## config.mk

```make
export PLATFORM = sky130hd
export DESIGN_NAME = exposure_timer_controller_core
export DESIGN_NICKNAME = d
export VERILOG_FILES = /design/src/hw/rtl/etc_pkg.sv /design/src/hw/rtl/exposure_timer_controller_core.sv /design/src/hw/rtl/etc_step.sv
export SDC_FILE = /design/constraint.sdc
export NUM_CORES = 1
export LEC_CHECK = 0
export BUFFER_PORTS_ARGS = -buffer_cell sky130_fd_sc_hd__buf_2
export CORE_ASPECT_RATIO = 0.75
export CORE_MARGIN = 3
export CORE_UTILIZATION = 45
export DETAILED_ROUTE_END_ITERATION = 16
export PLACE_DENSITY = 0.73
export SETUP_SLACK_MARGIN = 0.5
export SLEW_MARGIN = 15
export SYNTH_ARGS = -nofsm -noshare
export SYNTH_HDL_FRONTEND = slang
export SYNTH_SLANG_ARGS = --single-unit
```

## constraint.sdc

```tcl
create_clock -name clk -period 16.3 [get_ports clk]
set_clock_uncertainty 0.15 [all_clocks]
set_input_delay 3.26 -clock clk [delete_from_list [all_inputs] [get_ports clk]]
set_output_delay 3.26 -clock clk [all_outputs]
set_load 0.03 [all_outputs]
```

## src/hw/rtl/etc_pkg.sv

```systemverilog
package etc_pkg;

  localparam int BUTTON_COUNT = 4;

  // button bit positions in a level sample
  localparam int KEY_MODIFY = 0;
  localparam int KEY_CANCEL = 1;
  localparam int KEY_DOWN   = 2;
  localparam int KEY_UP     = 3;

  localparam logic [15:0] STEP_SECONDS    = 16'd10;
  localparam logic [15:0] MIN_TARGET      = 16'd10;
  localparam logic [15:0] DOWN_THRESHOLD  = STEP_SECONDS + 16'd15;
  localparam logic [15:0] SECONDS_MAX     = 16'hFFFF;
  localparam logic [15:0] INIT_TARGET_RST = 16'd120;
  localparam logic [15:0] MAX_TARGET_RST  = 16'd3600;

  localparam int CFG_INDEX_W = 1;
  localparam logic [CFG_INDEX_W-1:0] CFG_INIT_TARGET = 1'd0;
  localparam logic [CFG_INDEX_W-1:0] CFG_MAX_TARGET  = 1'd1;

  localparam logic ITEM_TICK   = 1'b0;
  localparam logic ITEM_SAMPLE = 1'b1;

  typedef enum logic [1:0] {
    MODE_FRESH  = 2'd0,
    MODE_RUN    = 2'd1,
    MODE_DONE   = 2'd2,
    MODE_MODIFY = 2'd3
  } mode_t;

  typedef struct packed {
    mode_t                   mode;
    logic                    lamp_on;
    logic [15:0]             target_seconds;
    logic [15:0]             undo_target;
    logic [15:0]             elapsed_seconds;
    logic [15:0]             last_run_seconds;
    logic [BUTTON_COUNT-1:0] previous_levels;
  } timer_state_t;

  typedef struct packed {
    logic        uv_on;
    mode_t       mode;
    logic [15:0] shown_seconds;
    logic        save_strobe;
    logic [15:0] save_value;
  } timer_result_t;

endpackage

```

## src/hw/rtl/exposure_timer_controller_core.sv

```systemverilog
// Exposure timer controller: each item is a one-second tick (kind 0) or a sample of
// the four active-low buttons (kind 1), and each item yields exactly one result that
// shows the lamp, the mode and the seconds after it. One item is taken per clock
// while the output is not stalled; an item is held in the input register, and its
// result is written into the output register as the item advances. The timer state
// is updated by the step logic as each item advances. The configuration
// port is always ready; writing the initial target also reloads the current target.
module exposure_timer_controller_core (
  input  logic                                  clk,
  input  logic                                  rst,

  input  logic                                  in_valid,
  output logic                                  in_stall,
  input  logic                                  kind,
  input  logic [etc_pkg::BUTTON_COUNT-1:0]      button_levels,

  output logic                                  out_valid,
  input  logic                                  out_stall,
  output logic                                  uv_on,
  output logic [1:0]                            mode,
  output logic [15:0]                           shown_seconds,
  output logic                                  save_strobe,
  output logic [15:0]                           save_value,

  input  logic                                  cfg_valid,
  output logic                                  cfg_ready,
  input  logic [etc_pkg::CFG_INDEX_W-1:0]       cfg_index,
  input  logic [15:0]                           cfg_data
);

  logic                                 in_full;
  logic                                 in_kind;
  logic [etc_pkg::BUTTON_COUNT-1:0]     in_levels;
  logic                                 advance;
  logic                                 in_accept;
  logic                                 cfg_write;

  logic [15:0]                          max_target;

  etc_pkg::timer_state_t                state;
  etc_pkg::timer_state_t                state_next;
  etc_pkg::timer_state_t                state_load;
  etc_pkg::timer_result_t               step_result;
  etc_pkg::timer_result_t               out_result;

  assign cfg_ready = 1'b1;
  assign cfg_write = cfg_valid & cfg_ready;

  // the input register moves on whenever the result register is free or drains
  assign advance   = in_full & (~out_valid | ~out_stall);
  assign in_stall  = in_full & ~advance;
  assign in_accept = in_valid & ~in_stall;

  always_ff @(posedge clk) begin
    if (rst) begin
      in_full <= 1'b0;
    end else if (in_accept) begin
      in_full <= 1'b1;
    end else if (advance) begin
      in_full <= 1'b0;
    end
  end

  always_ff @(posedge clk) begin
    if (in_accept) begin
      in_kind   <= kind;
      in_levels <= button_levels;
    end
  end

  etc_step u_step (
    .state              (state),
    .kind               (in_kind),
    .button_levels      (in_levels),
    .max_target_seconds (max_target),
    .state_next         (state_next),
    .result             (step_result)
  );

  always_ff @(posedge clk) begin
    if (rst) begin
      max_target <= etc_pkg::MAX_TARGET_RST;
    end else if (cfg_write && cfg_index == etc_pkg::CFG_MAX_TARGET) begin
      max_target <= cfg_data;
    end
  end

  // a write of the initial target reloads the current target
  always_comb begin
    state_load = advance ? state_next : state;
    if (cfg_write && cfg_index == etc_pkg::CFG_INIT_TARGET) begin
      state_load.target_seconds = cfg_data;
    end
  end

  always_ff @(posedge clk) begin
    if (rst) begin
      state.mode             <= etc_pkg::MODE_FRESH;
      state.lamp_on          <= 1'b0;
      state.target_seconds   <= etc_pkg::INIT_TARGET_RST;
      state.undo_target      <= '0;
      state.elapsed_seconds  <= '0;
      state.last_run_seconds <= '0;
      state.previous_levels  <= '1;
    end else begin
      state <= state_load;
    end
  end

  always_ff @(posedge clk) begin
    if (rst) begin
      out_valid <= 1'b0;
    end else if (advance) begin
      out_valid <= 1'b1;
    end else if (~out_stall) begin
      out_valid <= 1'b0;
    end
  end

  always_ff @(posedge clk) begin
    if (advance) begin
      out_result <= step_result;
    end
  end

  assign uv_on         = out_result.uv_on;
  assign mode          = out_result.mode;
  assign shown_seconds = out_result.shown_seconds;
  assign save_strobe   = out_result.save_strobe;
  assign save_value    = out_result.save_value;

  // fresh is only left, never re-entered, so the lamp is off there
  assert property (@(posedge clk) disable iff (rst)
    state.mode == etc_pkg::MODE_FRESH |-> !state.lamp_on)
    else $error("lamp on in fresh mode");

  assert property (@(posedge clk) disable iff (rst)
    out_valid && !out_result.save_strobe |-> out_result.save_value == 16'd0)
    else $error("save value without strobe");

  assert property (@(posedge clk) disable iff (rst)
    advance |=> out_valid)
    else $error("advanced item lost before result register");

  assert property (@(posedge clk) disable iff (rst)
    out_valid && out_result.mode == etc_pkg::MODE_FRESH |->
      out_result.shown_seconds == 16'd0 && !out_result.uv_on)
    else $error("fresh result shows time or lamp");

  assert property (@(posedge clk) disable iff (rst)
    in_stall |-> in_full && out_valid && out_stall)
    else $error("input stalled while the path is free");

endmodule

```

## src/hw/rtl/etc_step.sv

```systemverilog
module etc_step (
  input  etc_pkg::timer_state_t              state,
  input  logic                               kind,
  input  logic [etc_pkg::BUTTON_COUNT-1:0]   button_levels,
  input  logic [15:0]                        max_target_seconds,
  output etc_pkg::timer_state_t              state_next,
  output etc_pkg::timer_result_t             result
);

  always_comb begin
    etc_pkg::timer_state_t s;
    logic [etc_pkg::BUTTON_COUNT-1:0] pressed;
    logic [16:0] raised;
    logic strobe;
    logic [15:0] saved;
    logic [15:0] shown;

    s       = state;
    pressed = state.previous_levels & ~button_levels;
    raised  = '0;
    strobe  = 1'b0;
    saved   = '0;
    shown   = '0;

    if (kind == etc_pkg::ITEM_TICK) begin
      if (s.mode == etc_pkg::MODE_RUN) begin
        if (s.elapsed_seconds != etc_pkg::SECONDS_MAX) begin
          s.elapsed_seconds = s.elapsed_seconds + 16'd1;
        end
        if (s.elapsed_seconds >= s.target_seconds) begin
          s.mode             = etc_pkg::MODE_DONE;
          s.lamp_on          = 1'b0;
          s.last_run_seconds = s.elapsed_seconds;
        end
      end
    end else begin
      s.previous_levels = button_levels;
      // presses are resolved in bit order, each one sees the mode left by the last
      for (int i = 0; i < etc_pkg::BUTTON_COUNT; i++) begin
        if (pressed[i]) begin
          if (i == etc_pkg::KEY_MODIFY) begin
            if (s.mode == etc_pkg::MODE_MODIFY) begin
              strobe = 1'b1;
              saved  = s.target_seconds;
              s.mode = etc_pkg::MODE_DONE;
            end else begin
              s.undo_target = s.target_seconds;
              s.mode        = etc_pkg::MODE_MODIFY;
            end
          end else if (s.mode != etc_pkg::MODE_MODIFY) begin
            if (s.mode != etc_pkg::MODE_RUN) begin
              s.mode            = etc_pkg::MODE_RUN;
              s.lamp_on         = 1'b1;
              s.elapsed_seconds = '0;
            end else if (i == etc_pkg::KEY_CANCEL) begin
              s.mode             = etc_pkg::MODE_DONE;
              s.lamp_on          = 1'b0;
              s.last_run_seconds = s.elapsed_seconds;
            end
          end else if (i == etc_pkg::KEY_CANCEL) begin
            s.target_seconds = s.undo_target;
            s.mode           = etc_pkg::MODE_DONE;
          end else if (i == etc_pkg::KEY_DOWN) begin
            if (s.target_seconds < etc_pkg::DOWN_THRESHOLD) begin
              s.target_seconds = etc_pkg::MIN_TARGET;
            end else begin
              s.target_seconds = s.target_seconds - etc_pkg::STEP_SECONDS;
            end
          end else if (i == etc_pkg::KEY_UP) begin
            raised = {1'b0, s.target_seconds} + {1'b0, etc_pkg::STEP_SECONDS};
            if (raised > {1'b0, max_target_seconds}) begin
              s.target_seconds = max_target_seconds;
            end else begin
              s.target_seconds = raised[15:0];
            end
          end
        end
      end
    end

    unique case (s.mode)
      etc_pkg::MODE_RUN: begin
        shown = (s.target_seconds > s.elapsed_seconds) ?
                s.target_seconds - s.elapsed_seconds : 16'd0;
      end
      etc_pkg::MODE_MODIFY: shown = s.target_seconds;
      etc_pkg::MODE_DONE:   shown = s.last_run_seconds;
      default:              shown = '0;
    endcase

    state_next           = s;
    result.uv_on         = s.lamp_on;
    result.mode          = s.mode;
    result.shown_seconds = shown;
    result.save_strobe   = strobe;
    result.save_value    = saved;
  end

endmodule

```

Word-level counts from Yosys, hierarchy flattened
Cells that the tools add are included.
{"block": "word_totals", "regBits": 130, "latch_bits": 0, "mem_bits_rw": 0, "rom_bits": 0, "in_bits": 27, "output_inout_bits": 39, "word_cells": 108, "n_memories": 0}
{"block": "classes", "addsub": 4, "mul": 0, "n_div": 0, "order_cmp": 4, "n_eq_ne": 13, "shifts": 0, "n_mux": 52, "bitwise_logic": 11, "reduce_logical": 7}
{"cell": "$mux W16", "count": 20}
{"cell": "$mux W32", "count": 6}
{"cell": "$mux W19", "count": 5}
{"cell": "$mux W68", "count": 1}
{"cell": "$pmux W16 S3", "count": 1}
{"cell": "$mux W3", "count": 10}
{"cell": "$add A16 B4 Y17 const B", "count": 1}
{"cell": "$gt A17 B16 Y1", "count": 1}
{"cell": "$add A16 B1 Y16 const B", "count": 1}
{"cell": "$ge A16 B16 Y1", "count": 1}
{"cell": "$gt A16 B16 Y1", "count": 1}
{"cell": "$lt A16 B5 Y1 const B", "count": 1}
{"cell": "$ne A16 B16 Y1 const B", "count": 1}
{"cell": "$sub A16 B16 Y16", "count": 1}
{"cell": "$sub A16 B4 Y16 const B", "count": 1}
{"cell": "$ne A2 B1 Y1 const B", "count": 4}
{"cell": "$mux W1", "count": 7}
{"cell": "$eq A2 B2 Y1 const B", "count": 3}
{"cell": "$ne A2 B2 Y1 const B", "count": 3}
{"cell": "$not A1 Y1", "count": 5}
{"cell": "$and A4 B4 Y4", "count": 1}
{"cell": "$eq A2 B1 Y1 const B", "count": 2}
{"cell": "$mux W4", "count": 1}
{"cell": "$not A4 Y4", "count": 1}
{"cell": "7 further kinds", "count": 12}

Depth between registers and ports, before layout
{"block": "logic_depth", "ltp_word": 23, "depth_mapped": 43, "ltp_nobuf": 36}

Modules after synthesis
Synthesis repeated with hierarchy kept, for this count alone.
{"block": "unflattened", "cells_unflattened": 1319, "hier_area_um2": 10261.1}
{"module": "etc_step", "instances": 1, "cells_per_inst": 867, "area_per_inst_um2": 5790.6, "seq_area_each_um2": 0.0}
{"module": "exposure_timer_controller_core", "instances": 1, "cells_per_inst": 452, "area_per_inst_um2": 4470.5, "seq_area_each_um2": 3012.9}

Least setup slack after synthesis
Ideal clock, no wire load.
{"block": "synth_path", "path_kind": "register to register", "from": "register in_levels[0] (netlist bit)", "to": "register out_result, in the netlist shown_seconds[15], data pin", "setup_time_ns": 0.180, "arrival_time_ns": 8.019, "required_ns": 15.970, "slack_ns": 7.951, "path_stages_with_launch": 38, "path_buffers": 7, "period_less_slack_ns": 8.349, "path_cell_list": "edfxtp_1 nand2b_1 buf_2 nand3_4 buf_6 buf_2 mux2i_1 ha_1 nand2b_1 and4_1 clkbuf_1 nand2_1 xor2_2 o2111ai_1 or4b_1 buf_2 xnor2_1 ha_1 (+2 left out) o21ai_0 a21o_1 o21a_1 buf_6 mux2_4 mux2_4 mux2_2 ha_1 nand3_1 a21boi_0 o21ai_0 a21oi_1 a221o_1 a221oi_1 nor4_1 clkbuf_1 o21ai_0 o311ai_1"}
{"element": "start: declaration", "line_no": "exposure_timer_controller_core.sv:33", "source": "logic [etc_pkg::BUTTON_COUNT-1:0] in_levels;"}
{"element": "start signal: assignment", "line_no": "exposure_timer_controller_core.sv:67", "source": "in_levels <= button_levels;"}
{"element": "end signal: assignment", "line_no": "exposure_timer_controller_core.sv:122", "source": "out_result <= step_result;"}
{"element": "end: declaration", "line_no": "exposure_timer_controller_core.sv:44", "source": "etc_pkg::timer_result_t out_result;"}

==> out/qor.csv <==
metric,value,unit
routability cong.,1.019,
Die Wd,174.8,um
post_cts resized,0,
Total GRT Usage,29.33,%
Mapped Area,9618,um2
Peak VDD IR,53.67,uV
met2 Use GR,36.04,%
syn_nets,1271,
DR vias,9770,
internal power,0.6747,mW
clock power share,36.6,%
drt wl/cell,23.19,um
final period utilization,63.88,%
H-tree depth,4,
antenna-violating nets left,0,
starting DRC count in detailed routing,1517,
PwrDens,99.16,nW/um2
register area share after synthesis,31.33,%
post-route setup TNS,0,ns
GR Util met3,12.62,%
Non-Filler Instances,1504,
postcts setup bufs,0,
Die ar.,23180,um2
ys async rst share,0,%
max-slew violation count,0,
core area,20610,um2
"Hold Violations, Final",0,
Post-DP HPWL,25800,um
FF-to-FF Start,in_levels[0],
Max Freq,96.04,MHz
layout net count,1289,
CP required,16.32,ns
Sink Count,130,
Unique masters post-synth,90,
switching power,0.3792,mW
run status,finished clean,
antenna cells,0,
final wirelength,34880,um
vias in the first global route,8509,
Sw Ratio,35.98,%
CP Data Arrival Time,10.44,ns
TritonCTS Buffers,17,
Reg power frac,35.8,%
Cells after Synth,1191,
Combinational Power Share,27.6,%
number of synthesized flops with an enable pin,41,
fill cell total of the finished layout,2040,
DRT Pass-1 Iters,6,
CP max stage cell,nor4_2,
Reg2Reg Capture Point,shown_seconds[4],
post-layout util,51.58,%
Most used DFF post-synth,dfxtp_1,
CTS tree,done,
hold path endpoint,state[18],
placed cell areas,10050,um2
Leakage,4.258,nW
root buf cell,clkbuf_16,
"Max FO, Critical Path",24,
worst skew pair latency,0.43,ns
Post-Syn Area per Cell,8.076,um2
gr ovfl total,0,
hold path startpoint,state[18],
relative slew slack,27.27,%
"slowest stage delay, CP",0.82,ns
Worst Max-Slew Pin Slew,1.091,ns
share of layout cells above drive strength 1,12.85,%
FP Rows,45,
initial antenna violation count,1,
first-pass GRT wire length,52140,um
Max Root-Sink Buffers,2,
Tightest Hold Check Type,flip-flop to flip-flop,
crit path capture type,flip-flop,
met1 Use GR,45.12,%
Hold Path Cell Cnt,2,
RSZ-0062 raised after global routing,no,
Worst setup SP type,flip-flop,
crit path kind,flip-flop to flip-flop,
YS warnings,0,
CTS Hold Buffers Added,0,
"Setup violations, final",0,
max_cap viols,0,
via/cell ratio,6.496,
num ports,66,
Die Y-Extent,132.6,um
GR peak layer,met1,
r2r setup slk,5.89,ns
Initial Util,46.67,%
Residual DRC,0,
Port Buf Inserts,64,
cells on worst reg2reg path,31,
clk slew on worst S/H paths,0.06,ns
Inst Count DP,1472,
largest net degree at the start of global routing,101,
Syn-to-layout area delta,10.51,%
fin crit period,10.41,ns
Final Cell Area,10630,um2
Yosys reg bits,130,
-- through the flow --
| step | power [mW] | setup slack, ns | hold WS [ns] |
|---|---|---|---|
| after global routing | 1.093 | 5.188 | 0.3317 |
| after detailed placement | 0.6600 | 6.215 | 0.2976 |
| after floorplan | 0.5784 | 7.951 | 0.2863 |
| final | 1.054 | 5.887 | 0.3085 |
| after global placement | 0.6582 | 6.351 | 0.2950 |
| after CTS | 1.042 | 6.137 | 0.3064 |
-- power groups by stage --
stage / sequential (mW) / clock [mW] / combinational, mW
after detailed placement: 0.382 / 0 / 0.278
after global routing: 0.379 / 0.402 / 0.313
after floorplan: 0.382 / 0 / 0.196
final: 0.377 / 0.386 / 0.291
after CTS: 0.376 / 0.385 / 0.281
after global placement: 0.382 / 0 / 0.276
-- cell usage after synthesis (all sizes together), types with 6 or more instances --
cell type / count / area [um2]
nor2: 117 / 439.2
edfxtp: 41 / 1231
or3: 9 / 56.30
clkbuf: 60 / 225.2
a211oi: 35 / 262.8
a21o: 16 / 120.1
nor4: 24 / 162.7
and3: 15 / 93.84
o21a: 10 / 75.07
nor2b: 8 / 50.05
and2: 10 / 65.06
a31oi: 19 / 125.1
nand4: 26 / 162.7
or2: 7 / 43.80
o21ai: 53 / 265.3
nor3: 36 / 201.5
and4: 7 / 61.31
xor2: 14 / 130.1
buf: 20 / 138.9
nand2: 144 / 540.5
ha: 52 / 650.6
nand3: 28 / 152.7
a221oi: 14 / 122.6
o211ai: 20 / 150.1
inv: 55 / 206.4
a21oi: 86 / 430.4
a221o: 6 / 60.06
nand2b: 12 / 75.07
mux2i: 27 / 302.8
dfxtp: 89 / 1782
xnor2: 26 / 265.3
mux2: 13 / 153.9
a211o: 6 / 52.55
a22oi: 6 / 45.04
-- state kept, by name, summed over array words and instances, names as in the netlist --
signal,flops
state,71
max_target,16
save_value,16
shown_seconds,16
in_levels,4
mode,2
in_full,1
in_kind,1
out_valid,1
save_strobe,1
uv_on,1
-- worst max path at each step --
stage	start	end	slack, ns	depth (start not counted)
floorplan	in_levels[0]	shown_seconds[15]	7.95	37
global placement	in_levels[0]	shown_seconds[4]	6.35	31
detailed placement	in_levels[0]	shown_seconds[4]	6.21	31
CTS	in_levels[0]	shown_seconds[4]	6.14	31
global route	in_levels[0]	shown_seconds[10]	5.19	33
finish	in_levels[0]	shown_seconds[4]	5.89	31
-- placed cells by master (no fill, tap or decap), types with 27 or more instances in the layout --
cell type  count
a211oi_1      35
a21oi_1       86
buf_2         64
dfxtp_1       89
edfxtp_1      41
ha_1          52
inv_1         53
nand2_1      144
nand3_1       27
nor2_1       117
nor3_1        33
o21ai_0       47
-- area by class of cell --
class | count | area [um2] | share of cell area, %
multi-input combinational | 926 | 6041 | 56.83
sequential | 130 | 3013 | 28.35
clock buffer | 19 | 475.5 | 4.473
timing repair buffer | 79 | 432.9 | 4.073
tap | 282 | 352.8 | 3.320
inverter | 55 | 207.7 | 1.954
clock inverter | 13 | 106.4 | 1.001
-- worst max-delay path: cells and delay by family, from the launching register on --
kind	cells	cell delay (ns)
buf+inv	1	0.25
simple gates	10	3.70
xor+xnor	2	0.49
fa+ha+maj	3	1.03
flops	1	0.36
compound gates	12	3.09
mux	3	1.08
-- cells by family after synthesis --
logic type / after synthesis / synth area share (%)
buf+inv: 135 / 5.932
fa+ha+maj: 54 / 7.077
flops: 130 / 31.33
simple gates: 460 / 23.47
compound gates: 331 / 23.30
xor+xnor: 40 / 4.111
other cells: 1 / 0.03899
mux: 40 / 4.748
-- metal layers --
| layer | share of wire [%] | wire length (um) |
|---|---|---|
| met5 | 0.034 | 12 |
| met2 | 36 | 12610 |
| met3 | 15 | 5352 |
| met4 | 3.0 | 1031 |
| met1 | 46 | 15870 |
No activity file was read; power rests on OpenSTA's default activity.
